--- src/design/gft_pkg.sv ---
// Package with shared types and constants of the grayscale frame transform.
`default_nettype none
package gft_pkg;
  localparam logic [1:0] MODE_NEG  = 2'd0;
  localparam logic [1:0] MODE_LR   = 2'd1;
  localparam logic [1:0] MODE_TB   = 2'd2;
  localparam logic [1:0] MODE_BLUR = 2'd3;
  localparam logic [1:0] REG_MODE   = 2'd0;
  localparam logic [1:0] REG_WIDTH  = 2'd1;
  localparam logic [1:0] REG_HEIGHT = 2'd2;
  localparam logic [1:0] REG_MAXI   = 2'd3;
  localparam int CFG_BITS = 16;
  localparam int SUM_BITS = 32;
  localparam int CNT_BITS = 16;
  typedef struct packed {
    logic       start;
    logic [SUM_BITS-1:0] dividend;
    logic [CNT_BITS-1:0] divisor;
  } div_req_t;
endpackage
`default_nettype wire

--- src/design/gft_div.sv ---
// Restoring divider, one quotient bit per cycle.
`default_nettype none
module gft_div (
  input  wire logic                       clk,
  input  wire logic                       rst_n,
  input  wire gft_pkg::div_req_t          req,
  output logic                            done,
  output logic [gft_pkg::SUM_BITS-1:0]    quot
);
  import gft_pkg::*;
  logic [SUM_BITS-1:0] q_r, q_nxt;
  logic [SUM_BITS:0]   rem_r, rem_nxt;
  logic [CNT_BITS-1:0] d_r, d_nxt;
  logic [5:0]          n_r, n_nxt;
  logic                busy_r, busy_nxt, done_r, done_nxt;
  logic [SUM_BITS:0]   sh;
  always_comb begin
    q_nxt = q_r; rem_nxt = rem_r; d_nxt = d_r; n_nxt = n_r;
    busy_nxt = busy_r; done_nxt = 1'b0;
    sh = {rem_r[SUM_BITS-1:0], q_r[SUM_BITS-1]};
    if (req.start) begin
      q_nxt = req.dividend; rem_nxt = '0; d_nxt = req.divisor;
      n_nxt = 6'(SUM_BITS); busy_nxt = 1'b1;
    end else if (busy_r) begin
      if (sh >= {{(SUM_BITS+1-CNT_BITS){1'b0}}, d_r}) begin
        rem_nxt = sh - {{(SUM_BITS+1-CNT_BITS){1'b0}}, d_r};
        q_nxt = {q_r[SUM_BITS-2:0], 1'b1};
      end else begin
        rem_nxt = sh;
        q_nxt = {q_r[SUM_BITS-2:0], 1'b0};
      end
      n_nxt = n_r - 6'd1;
      if (n_r == 6'd1) begin
        busy_nxt = 1'b0; done_nxt = 1'b1;
      end
    end
  end
  always_ff @(posedge clk) begin
    if (!rst_n) begin
      busy_r <= 1'b0; done_r <= 1'b0;
    end else begin
      busy_r <= busy_nxt; done_r <= done_nxt;
    end
    q_r <= q_nxt; rem_r <= rem_nxt; d_r <= d_nxt; n_r <= n_nxt;
  end
  assign done = done_r;
  assign quot = q_r;
endmodule
`default_nettype wire

--- config.mk ---
export PLATFORM = sky130hd
export DESIGN_NAME = gft_div
export DESIGN_NICKNAME = d
export VERILOG_FILES = /design/src/design/gft_pkg.sv /design/src/design/gft_div.sv
export SDC_FILE = /design/constraint.sdc
export NUM_CORES = 1
export LEC_CHECK = 0
export BUFFER_PORTS_ARGS = -buffer_cell sky130_fd_sc_hd__buf_4
export CORE_MARGIN = 2
export CORE_UTILIZATION = 45
export DETAILED_ROUTE_END_ITERATION = 16
export GPL_TIMING_DRIVEN = 0
export HOLD_SLACK_MARGIN = 0.06
export PLACE_DENSITY = 0.7
export SLEW_MARGIN = 5
export SYNTH_ARGS = -nofsm -noshare
export SYNTH_HDL_FRONTEND = slang
export SYNTH_SLANG_ARGS = --single-unit
--- constraint.sdc ---
create_clock -name clk -period 2.7 [get_ports clk]
set_input_delay 0.27 -clock clk [delete_from_list [all_inputs] [get_ports clk]]
set_output_delay 0.27 -clock clk [all_outputs]
set_load 0.005 [all_outputs]
==> summary.md, run 1 <==
| Metric | Value |
|---|---|
| Status | `finished with violations` |
| Failing checks | `setup timing` |
| Starting Density | `45.8%` |
| Die ar. | `11300 µm²` |
| Final hold vios | `0` |
| Final nets | `655` |
| I/O pin total | `84` |
| Die H | `106 µm` |
| Area grow syn2layout | `37.4%` |
| Met3 wire len | `842 µm` |
| Post-placement cell count | `672` |
| Largest net degree at the start of global routing | `33` |
| Post-synth ARST share | `0%` |
| CTS tree | `built` |
| Starting DRT DRC Count | `282` |
| Total routed wirelength | `12700 µm` |
| Drt wl/cell | `17.5 µm` |
| Worst EP required | `2.99 ns` |
| Share of layout cells above drive strength 1 | `37.1%` |
| Via-to-Cell Ratio | `5.78` |
| P per Cell Area | `593 nW/µm²` |
| GR Util All Layers | `22.0%` |
| Leak pwr | `2.58 nW` |
| Comb power frac | `30.0%` |
| CP arrival | `3.05 ns` |
| Mapped Cells | `453` |
| Core region area | `10200 µm²` |
| Antenna Cells | `0` |
| Worst-Margin Slew | `1.23 ns` |
| Row cnt | `37` |
| Reg power frac | `43.9%` |
| Synth cell types | `57` |
| Metal1 wirelength | `5450 µm` |
| ANT nets after route | `0` |
| Power Internal | `2.59 mW` |
| Switching pwr | `1.23 mW` |
| Crit path time final | `2.76 ns` |
| Avg Inst Size Synth | `10.4 µm²` |
| Critical Path Fanout Max | `6` |
| Overflow after GRT | `0` |
| Final setup skew | `0.0169 ns` |
| Max-cap violations | `0` |
| DRC errors left | `0` |
| DRT Pass-1 Iters | `6` |
| Worst hold slack | `0.0761 ns` |
| Number of synthesized flops with an enable pin | `48` |
| Clk pwr share | `26.1%` |
| Final worst slack | `-0.0555 ns` |
| Seq/Total Area, Yosys | `47.8%` |
| WS Path Type | `reg2reg` |
| Synth Register Bits | `88` |
| Fin util | `63.0%` |
| TritonCTS buffer count | `9` |
| Root Buffer | `clkbuf_8` |
| Top_reg_cell synth | `edfxtp_1` |
| Startpoint types | `flip-flop` |
| Highest metal used | `met4` |
| Clock latency on the worst-skew pair | `0.38 ns` |
| RSZ-0062 raised after global routing | `yes` |
| IO buf count | `83` |
| Via count | `4197` |
| Min-Delay Path Class | `in2reg` |
| Cell Count, Final, Fillers Out | `726` |
| Fmax achieved | `363 MHz` |
| Detail Placement HPWL | `8100 µm` |
| Htree depth | `3` |
| Final setup viols | `11` |
| Slew Limit Headroom | `17.7%` |
| Metal2 WL | `6130 µm` |
| Gpl congestion | `0.914` |
| Mapped cell area | `4690 µm²` |
| Synth warn | `0` |
| Clock Sinks | `88` |
| Fill cells | `779` |
| Synthesized Nets | `523` |
| First-pass GRT wire length | `19700 µm` |
| Final Slew Violations | `0` |
| Worst setup EP type | `flip-flop` |
| Initial antenna violation count | `0` |
| Clk slew on worst S/H paths | `0.11 ns` |
| Max VDD drop | `290 µV` |
| Vias in the first global route | `4117` |
| Die width | `106 µm` |
| Commonest non-fill, non-tap cell in the layout | `buf_4` |
| Commonest non-fill, non-tap cells in the layout | `buf_4, edfxtp_1, nor2_1` |
| CTS Buffer Depth | `2` |
| Pre-CTS WS | `-0.396 ns` |
| Net Sw Frac | `32.2%` |
| Tcrit/Tclk final | `102%` |
layer usage:
metal | global-route usage, % | vias to the layer above
li1 | - | 1954
met2 | 36.0 | 177
met5 | 0 | -
met1 | 28.6 | 2031
met4 | 7.71 | 0
met3 | 5.46 | 35
synth_stat cells, drive strengths merged, types with 8 or more instances:
cell    count  area [µm²]
a211oi      8        60.1
a21oi      16        80.1
a311oi     19         166
clkbuf     15        56.3
dfxtp      40         801
edfxtp     48        1440
ha         18         225
inv        25        93.8
mux2       32         360
nand2      33         124
nand3      12        60.1
nor2       45         171
o21ai      14        70.1
or3         8        50.1
or4        10        86.3
xnor2       9        78.8
xor2        9        78.8
cell type report:
type                            count  area (µm²)  share of cell area (%)
Timing Repair Buffer              123         998                    15.5
Multi-Input combinational cell    318        2600                    40.3
Inverter                           25        93.8                    1.46
Clock buffer                        9         124                    1.92
Buffer                             20         121                    1.88
Tap cell                          136         170                    2.64
Sequential cell                    88        2250                    35.0
Clock inverter                      7        86.3                    1.34
state kept, by name (all words and copies together), names as in the netlist:
signal and cells:
done 1, rem_r 32, n_r 6, quot 32, busy_r 1, d_r 16
per-stage QoR:
stage	cell area (µm²)	setup TNS, ns	total power [mW]
2_1_floorplan	4690	0	2.28
3_3_place_gp	5480	-8.26	2.56
3_5_place_dp	5480	-10.27	2.59
4_1_cts	6030	-0.197	3.66
5_1_grt	6440	-1.88	4.02
6_report	6440	-0.278	3.82
critical path, stage by stage, from the launching register on:
cell	delay [ns]
dfxtp_4	0.36
or4_4	0.54
or4_4	0.51
and3b_2	0.29
nand3b_4	0.15
o221ai_4	0.29
buf_6	0.18
o31ai_1	0.08
a311oi_1	0.27
final timing paths:
check / slack (ns) / from / cells after the start / end
max: -0.06 / rem_r[27] / 8 / rem_r[18]
max reg2reg: -0.06 / rem_r[27] / 8 / rem_r[18]
min: 0.08 / req[12] / 1 / d_r[12]
min reg2reg: 0.50 / rem_r[31] / 2 / rem_r[31]
cell families (layout without fill, tap and decap cells):
logic type | Yosys count | in the layout | synth area share (%)
and+or+nand+nor | 148 | 148 | 16.4
AOI/OAI and AO/OA | 101 | 101 | 15.5
DFF | 88 | 88 | 47.8
buffers and inverters | 47 | 184 | 4.00
muxes | 32 | 32 | 7.68
adders and majority gates | 19 | 19 | 5.23
xor gates and xnor gates | 18 | 18 | 3.36
repair_timing:
action | CTS | global route
hold buffers | 15 | 0
endpoints found under the hold margin | 15 | 0
pin swaps | 11 | 29
resized for setup | 23 | 60
setup endpoints to repair | 24 | 30
gates cloned | 1 | 1
setup buffers | 11 | 13
power by group through the flow:
stage / Clock, mW / Combinational, mW / Sequential (mW)
floorplan: 0 / 0.612 / 1.67
global placement: 0 / 0.874 / 1.69
detailed placement: 0 / 0.896 / 1.69
CTS: 1.02 / 0.983 / 1.66
global route: 1.07 / 1.25 / 1.70
finish: 0.999 / 1.15 / 1.68
Note: power is estimated with default switching activity, not from simulation.
==> inputs of run 2 (changes only) <==
PLACE_DENSITY = 0.77   (was 0.7)
==> run 2 against run 1 <==
- the run still ends with setup timing left
- global-route usage fell by 1.3 points
- worst hold slack got worse by 0.0074 ns
- worst setup slack worse by 0.012 ns
- clock-buffer cell count stayed put
- sequential share of layout area rose by 2.1 points
- largest power group unchanged
- power fell by 4.6%
- sequential cell count stayed put
- clock skew shrank 0.0067 ns
- first-iteration DRC count up 13%
- register-to-register slack about the same
- cell area decreased by 6.0%
==> summary.md, run 2 (synthesis gave the netlist of run 1 again) <==
| Metric | Value |
|---|---|
| FF+latch area | `2250 µm² (about the same)` |
| Setup tns final | `-0.0898 ns (was -0.278 ns)` |
| ANT nets after route | `0 (unchanged)` |
| Largest net degree at the start of global routing | `33 (unchanged)` |
| Tcrit/Tclk final | `103% (was 102%)` |
| Final Slew Violations | `0 (unchanged)` |
| Drt wl/cell | `17.3 µm (was 17.5 µm)` |
| Final nets | `631 (was 655)` |
| Crit-path leading delay family | `compound AO/OA/AOI/OAI gates (was simple AND/OR/NAND/NOR gates)` |
| Status | `finished with violations (unchanged)` |
| CP max stage delay | `0.41 ns (was 0.54 ns)` |
| GR Util All Layers | `20.8% (was 22.0%)` |
| TritonCTS buffer count | `9 (unchanged)` |
| Crit path time final | `2.77 ns (was 2.76 ns)` |
| Min-Delay Path Class | `in2reg (unchanged)` |
| Die H | `106 µm (unchanged)` |
| Final worst slack | `-0.0679 ns (was -0.0555 ns)` |
| Buf+Inv Stages, Crit Path | `2 (was 1)` |
| Slew Limit Headroom | `15.4% (was 17.7%)` |
| Overflow after GRT | `0 (unchanged)` |
| Clk pwr share | `25.5% (was 26.1%)` |
| P per Cell Area | `602 nW/µm² (was 593 nW/µm²)` |
| Clk slew on worst S/H paths | `0.10 ns (was 0.11 ns)` |
| Die ar. | `11300 µm² (unchanged)` |
| Gpl congestion | `0.917 (was 0.914)` |
| Comb power frac | `28.8% (was 30.0%)` |
| Startpoint types | `flip-flop (unchanged)` |
| CP arrival | `3.05 ns (about the same)` |
| Clock latency on the worst-skew pair | `0.37 ns (was 0.38 ns)` |
| Core region area | `10200 µm² (unchanged)` |
| Antenna Cells | `0 (unchanged)` |
| Final hold vios | `0 (unchanged)` |
| Row cnt | `37 (unchanged)` |
| Final setup skew | `0.0101 ns (was 0.0169 ns)` |
| CTS Buffer Depth | `2 (unchanged)` |
| Worst hold slack | `0.0687 ns (was 0.0761 ns)` |
| I/O pin total | `84 (unchanged)` |
| DRT Pass-1 Iters | `5 (was 6)` |
| Root Buffer | `clkbuf_8 (unchanged)` |
| Via-to-Cell Ratio | `5.74 (was 5.78)` |
| Starting Density | `45.8% (unchanged)` |
| Starting DRT DRC Count | `318 (was 282)` |
| WS Path Type | `reg2reg (unchanged)` |
| Commonest non-fill, non-tap cell in the layout | `buf_4 (unchanged)` |
| Switching pwr | `1.20 mW (was 1.23 mW)` |
| Total power | `3.65 mW (was 3.82 mW)` |
| Share of layout cells above drive strength 1 | `34.1% (was 37.1%)` |
| Clock Sinks | `88 (unchanged)` |
| Detail Placement HPWL | `8180 µm (was 8100 µm)` |
| Initial antenna violation count | `0 (unchanged)` |
| Vias in the first global route | `3857 (was 4117)` |
| Critical Path Fanout Max | `9 (was 6)` |
| Reg power frac | `45.8% (was 43.9%)` |
| Crit-path cells | `inv_1, ha_2, fa_2, nor2b_1, o31a_1, o21ai_4, o211a_1, o221ai_2, buf_6, or4_1, a311oi_2 (was or4_4, or4_4, and3b_2, nand3b_4, o221ai_4, buf_6, o31ai_1, a311oi_1)` |
| IO buf count | `83 (unchanged)` |
| Worst-Margin Slew | `1.27 ns (was 1.23 ns)` |
| CTS tree | `built (unchanged)` |
| First-pass GRT wire length | `18600 µm (was 19700 µm)` |
| Worst EP required | `2.99 ns (about the same)` |
| Max VDD drop | `335 µV (was 290 µV)` |
| Worst setup EP type | `flip-flop (unchanged)` |
| CP max-delay cell | `edfxtp_1 (was or4_4)` |
| Power Internal | `2.45 mW (was 2.59 mW)` |
| Die width | `106 µm (unchanged)` |
| Max-cap violations | `0 (unchanged)` |
| Net Sw Frac | `32.8% (was 32.2%)` |
| Multi-input gate area | `2470 µm² (was 2600 µm²)` |
| Via count | `4026 (was 4197)` |
| Fill cells | `825 (was 779)` |
| Final setup viols | `3 (was 11)` |
| Total routed wirelength | `12100 µm (was 12700 µm)` |
| Failing checks | `setup timing (unchanged)` |
| Commonest non-fill, non-tap cells in the layout | `buf_4, edfxtp_1, nor2_1 (unchanged)` |
| DRC errors left | `0 (unchanged)` |
| RSZ-0062 raised after global routing | `yes (unchanged)` |
| Fmax achieved | `361 MHz (was 363 MHz)` |
| Leak pwr | `2.42 nW (was 2.58 nW)` |
| Area grow syn2layout | `29.1% (was 37.4%)` |
| Htree depth | `3 (unchanged)` |
-- run 2: per-layer routing --
metal | global-route usage (%) | up-vias | share of wire, %
li1 | - | 1898 | -
met1 | 26.8 | 1948 | 42
met2 | 35.3 | 153 | 48
met3 | 4.60 | 27 | 7.4
met4 | 5.55 | 0 | 2.0
met5 | 0 | - | 0
-- run 2: final cells by class --
type                       count  share of cell area [%]
multi-input combinational    318                    40.9
sequential                    88                    37.1
timing repair buffer          99                    12.6
tap                          136                    2.81
clock buffer                   9                    2.05
buffer                        20                    1.86
inverter                      25                    1.55
clock inverter                 7                    1.16
-- run 2: worst register-to-register path, cell delays in order (launching register included) --
cell and delay (ns):
edfxtp_1 0.41, inv_1 0.07, ha_2 0.19, fa_2 0.22, nor2b_1 0.07, o31a_1 0.30
o21ai_4 0.18, o211a_1 0.25, o221ai_2 0.15, buf_6 0.18, or4_1 0.42, a311oi_2 0.26
-- run 2: path summary, 6_finish.rpt --
kind / from / end / slack [ns] / depth (start not counted)
hold / removal: req[7] / d_r[7] / 0.07 / 1
setup / recovery: quot[31] / rem_r[18] / -0.07 / 11
setup reg to reg: quot[31] / rem_r[18] / -0.07 / 11
hold reg to reg: n_r[1] / n_r[1] / 0.51 / 2
-- run 2: stage by stage --
stage / cell area, µm² / cells / setup slack [ns] / util [%]
6_report: 6060 / 702 / -0.0679 / 59.2
5_1_grt: 6060 / 702 / -0.180 / 59.2
4_1_cts: 5820 / 695 / -0.00873 / 56.9
3_5_place_dp: 5480 / 672 / -0.366 / 53.6
3_3_place_gp: 5480 / 672 / -0.327 / 53.6
2_1_floorplan: 4690 / 453 / 0.0379 / -
-- run 2: repair_timing --
| action | in CTS | in global routing |
|---|---|---|
| resized for setup | 19 | 29 |
| gates cloned | 0 | 1 |
| pin swaps | 2 | 7 |
| hold buffers | 1 | 0 |
| endpoints found under the hold margin | 1 | 0 |
| setup endpoints to repair | 25 | 32 |
| buffers inserted | 7 | 7 |
-- run 2: power by group through the flow --
| stage | Clock, mW | Sequential (mW) | Combinational (mW) |
|---|---|---|---|
| finish | 0.929 | 1.67 | 1.05 |
| global route | 0.988 | 1.69 | 1.14 |
| CTS | 0.939 | 1.66 | 0.944 |
| detailed placement | 0 | 1.69 | 0.897 |
| global placement | 0 | 1.69 | 0.874 |
| floorplan | 0 | 1.67 | 0.612 |
==> inputs of run 3 (changes only) <==
clock period = 2.43 ns   (was 2.7 ns; I/O delays follow)
==> run 3 against run 2 <==
- critical path type unchanged
- cell area increased by 7.2%
- clock-buffer cell count stayed put
- sequential cell count did not move
- critical endpoint is now rem_r[15]
- critical path depth fell by 3
- clock power rose by 16%
- sequential share of layout area down 2.5 points
- wire length is 7.2% higher
- via count increased by 3.4%
- highest routed layer unchanged
- die area unchanged
- largest power group unchanged
- clock skew increased by 0.0021 ns
- first-iteration DRC count grew 0.31%
- power is 17% higher
- the run still ends with setup timing left
==> summary.md, run 3 (synthesis gave the netlist of run 1 again) <==
| Metric | Value |
|---|---|
| Cells on worst reg2reg path | `8 (was 11)` |
| Final setup viols | `28 (was 3)` |
| Share of layout cells above drive strength 1 | `38.9% (was 34.1%)` |
| Commonest non-fill, non-tap cell in the layout | `buf_4 (unchanged)` |
| M3 GR Usage | `6.01% (was 4.60%)` |
| Area grow syn2layout | `38.4% (was 29.1%)` |
| GR Util All Layers | `22.5% (was 20.8%)` |
| DRT Pass-1 Iters | `5 (unchanged)` |
| Fill cells | `751 (was 825)` |
| Final Slew Violations | `0 (unchanged)` |
| I/O pin total | `84 (unchanged)` |
| Worst EP required | `2.71 ns (was 2.99 ns)` |
| Final setup skew | `0.0122 ns (was 0.0101 ns)` |
| Failing checks | `setup timing (unchanged)` |
| Max-cap violations | `0 (unchanged)` |
| Via count | `4163 (was 4026)` |
| Die width | `106 µm (unchanged)` |
| Detail Placement HPWL | `8290 µm (was 8180 µm)` |
| CP arrival | `2.99 ns (was 3.05 ns)` |
| Setup tns final | `-5.52 ns (was -0.0898 ns)` |
| Placed instance area | `5540 µm² (was 5480 µm²)` |
| Gpl congestion | `0.943 (was 0.917)` |
| Largest net degree at the start of global routing | `33 (unchanged)` |
| Root Buffer | `clkbuf_8 (unchanged)` |
| GRT busiest layer | `met2 (unchanged)` |
| First-pass GRT wire length | `20000 µm (was 18600 µm)` |
| WHS Path Cells | `2 (was 1)` |
| Overflow after GRT | `0 (unchanged)` |
| Final instance area | `6490 µm² (was 6060 µm²)` |
| Die H | `106 µm (unchanged)` |
| Max VDD drop | `402 µV (was 335 µV)` |
| Clk slew on worst S/H paths | `0.10 ns (about the same)` |
| GRT met1 Usage | `28.0% (was 26.8%)` |
| Vias in the first global route | `4168 (was 3857)` |
| P per Cell Area | `658 nW/µm² (was 602 nW/µm²)` |
| Clock latency on the worst-skew pair | `0.38 ns (was 0.37 ns)` |
| Post-placement cell count | `672 (unchanged)` |
| Critical Path Fanout Max | `4 (was 9)` |
| Die ar. | `11300 µm² (unchanged)` |
| Pre-CTS WS | `-0.456 ns (was -0.366 ns)` |
| TritonCTS buffer count | `9 (unchanged)` |
| CTS Buffer Depth | `2 (unchanged)` |
| Status | `finished with violations (unchanged)` |
| Cell Count, Final, Fillers Out | `727 (was 702)` |
| ANT nets after route | `0 (unchanged)` |
| Row cnt | `37 (unchanged)` |
| Core region area | `10200 µm² (unchanged)` |
| Starting Density | `45.8% (unchanged)` |
| IO buf count | `83 (unchanged)` |
| Leak pwr | `2.60 nW (was 2.42 nW)` |
| Worst-Margin Slew | `0.847 ns (was 1.27 ns)` |
| RSZ-0062 raised after global routing | `yes (unchanged)` |
| Total routed wirelength | `13000 µm (was 12100 µm)` |
| Startpoint types | `flip-flop (unchanged)` |
| Min-Delay Path Class | `in2reg (unchanged)` |
| Initial antenna violation count | `0 (unchanged)` |
| Tcrit/Tclk final | `111% (was 103%)` |
| Commonest non-fill, non-tap cells in the layout | `buf_4, edfxtp_1, nor2_1 (unchanged)` |
| Slew Limit Headroom | `43.5% (was 15.4%)` |
| WS Path Type | `reg2reg (unchanged)` |
| Worst hold slack | `0.0905 ns (was 0.0687 ns)` |
| CTS tree | `built (unchanged)` |
| Drt wl/cell | `17.9 µm (was 17.3 µm)` |
| Starting DRT DRC Count | `319 (was 318)` |
| Via-to-Cell Ratio | `5.73 (was 5.74)` |
| Htree depth | `3 (unchanged)` |
| Final hold vios | `0 (unchanged)` |
| Fin util | `63.4% (was 59.2%)` |
| Total power | `4.27 mW (was 3.65 mW)` |
| Fmax achieved | `369 MHz (was 361 MHz)` |
| Final worst slack | `-0.279 ns (was -0.0679 ns)` |
| Final nets | `656 (was 631)` |
| Worst setup EP type | `flip-flop (unchanged)` |
| Clock Sinks | `88 (unchanged)` |
| Antenna Cells | `0 (unchanged)` |
| GR Layer Usage met2 | `37.3% (was 35.3%)` |
| Crit path time final | `2.71 ns (was 2.77 ns)` |
| DRC errors left | `0 (unchanged)` |
[run 3: cell types whose count changed in the layout (fill, tap and decap cells not counted), moves of 6 or more]
| cell | delta |
|---|---|
| nand2_2 | +6 |
| a311oi_2 | +8 |
| dlygate4sd3_1 | +15 |
| nand2_1 | -10 |
| a311oi_1 | -8 |
| o21ai_0 | -6 |
[run 3: routing by layer]
metal  part of all wire [%]  vias up  wire length (µm)
met4                    2.2        0               280
li1                       -     1955                 -
met5                      0        -                 0
met3                    7.9       31              1020
met2                     49      200              6320
met1                     41     1977              5350
[run 3: final cells by class]
| class | instances | area (µm²) | area share (%) |
|---|---|---|---|
| repair buffers | 124 | 1050 | 16.1 |
| clock inverters | 7 | 77.6 | 1.20 |
| well taps | 136 | 170 | 2.62 |
| plain buffers | 20 | 118 | 1.81 |
| inverters | 25 | 97.6 | 1.50 |
| flip-flops and latches | 88 | 2250 | 34.6 |
| clock buffers | 9 | 124 | 1.91 |
| multi-input cells | 318 | 2610 | 40.2 |
[run 3: final timing paths]
path                            startpoint        end  slack (ns)
worst max-delay path             rem_r[27]  rem_r[15]       -0.28
worst min-delay path                 rst_n     busy_r        0.09
worst max register to register   rem_r[27]  rem_r[15]       -0.28
worst min register to register      n_r[1]     n_r[1]        0.50
[run 3: worst max-delay path: stages, from the launching register on]
cell and delay, ns:
dfxtp_2 0.35, or4_4 0.52, or4_4 0.44, and3b_2 0.30, nand3b_4 0.14, buf_4 0.17
buf_6 0.12, or3_1 0.35, a32o_1 0.23
[run 3: repair_timing]
item / 4_1_cts / 5_1_grt
hold buffers: 16 / 0
setup endpoints to repair: 65 / 33
setup buffers: 21 / 6
pin swaps: 21 / 17
resized for setup: 25 / 57
endpoints found under the hold margin: 16 / 0
[run 3: report_power, final]
part,internal [mW],leakage (nW),switching (mW),total [mW]
logic,0.675,1.69,0.651,1.33
clock network,0.486,0.101,0.590,1.08
registers,1.74,0.808,0.129,1.87
total,2.90,2.60,1.37,4.27
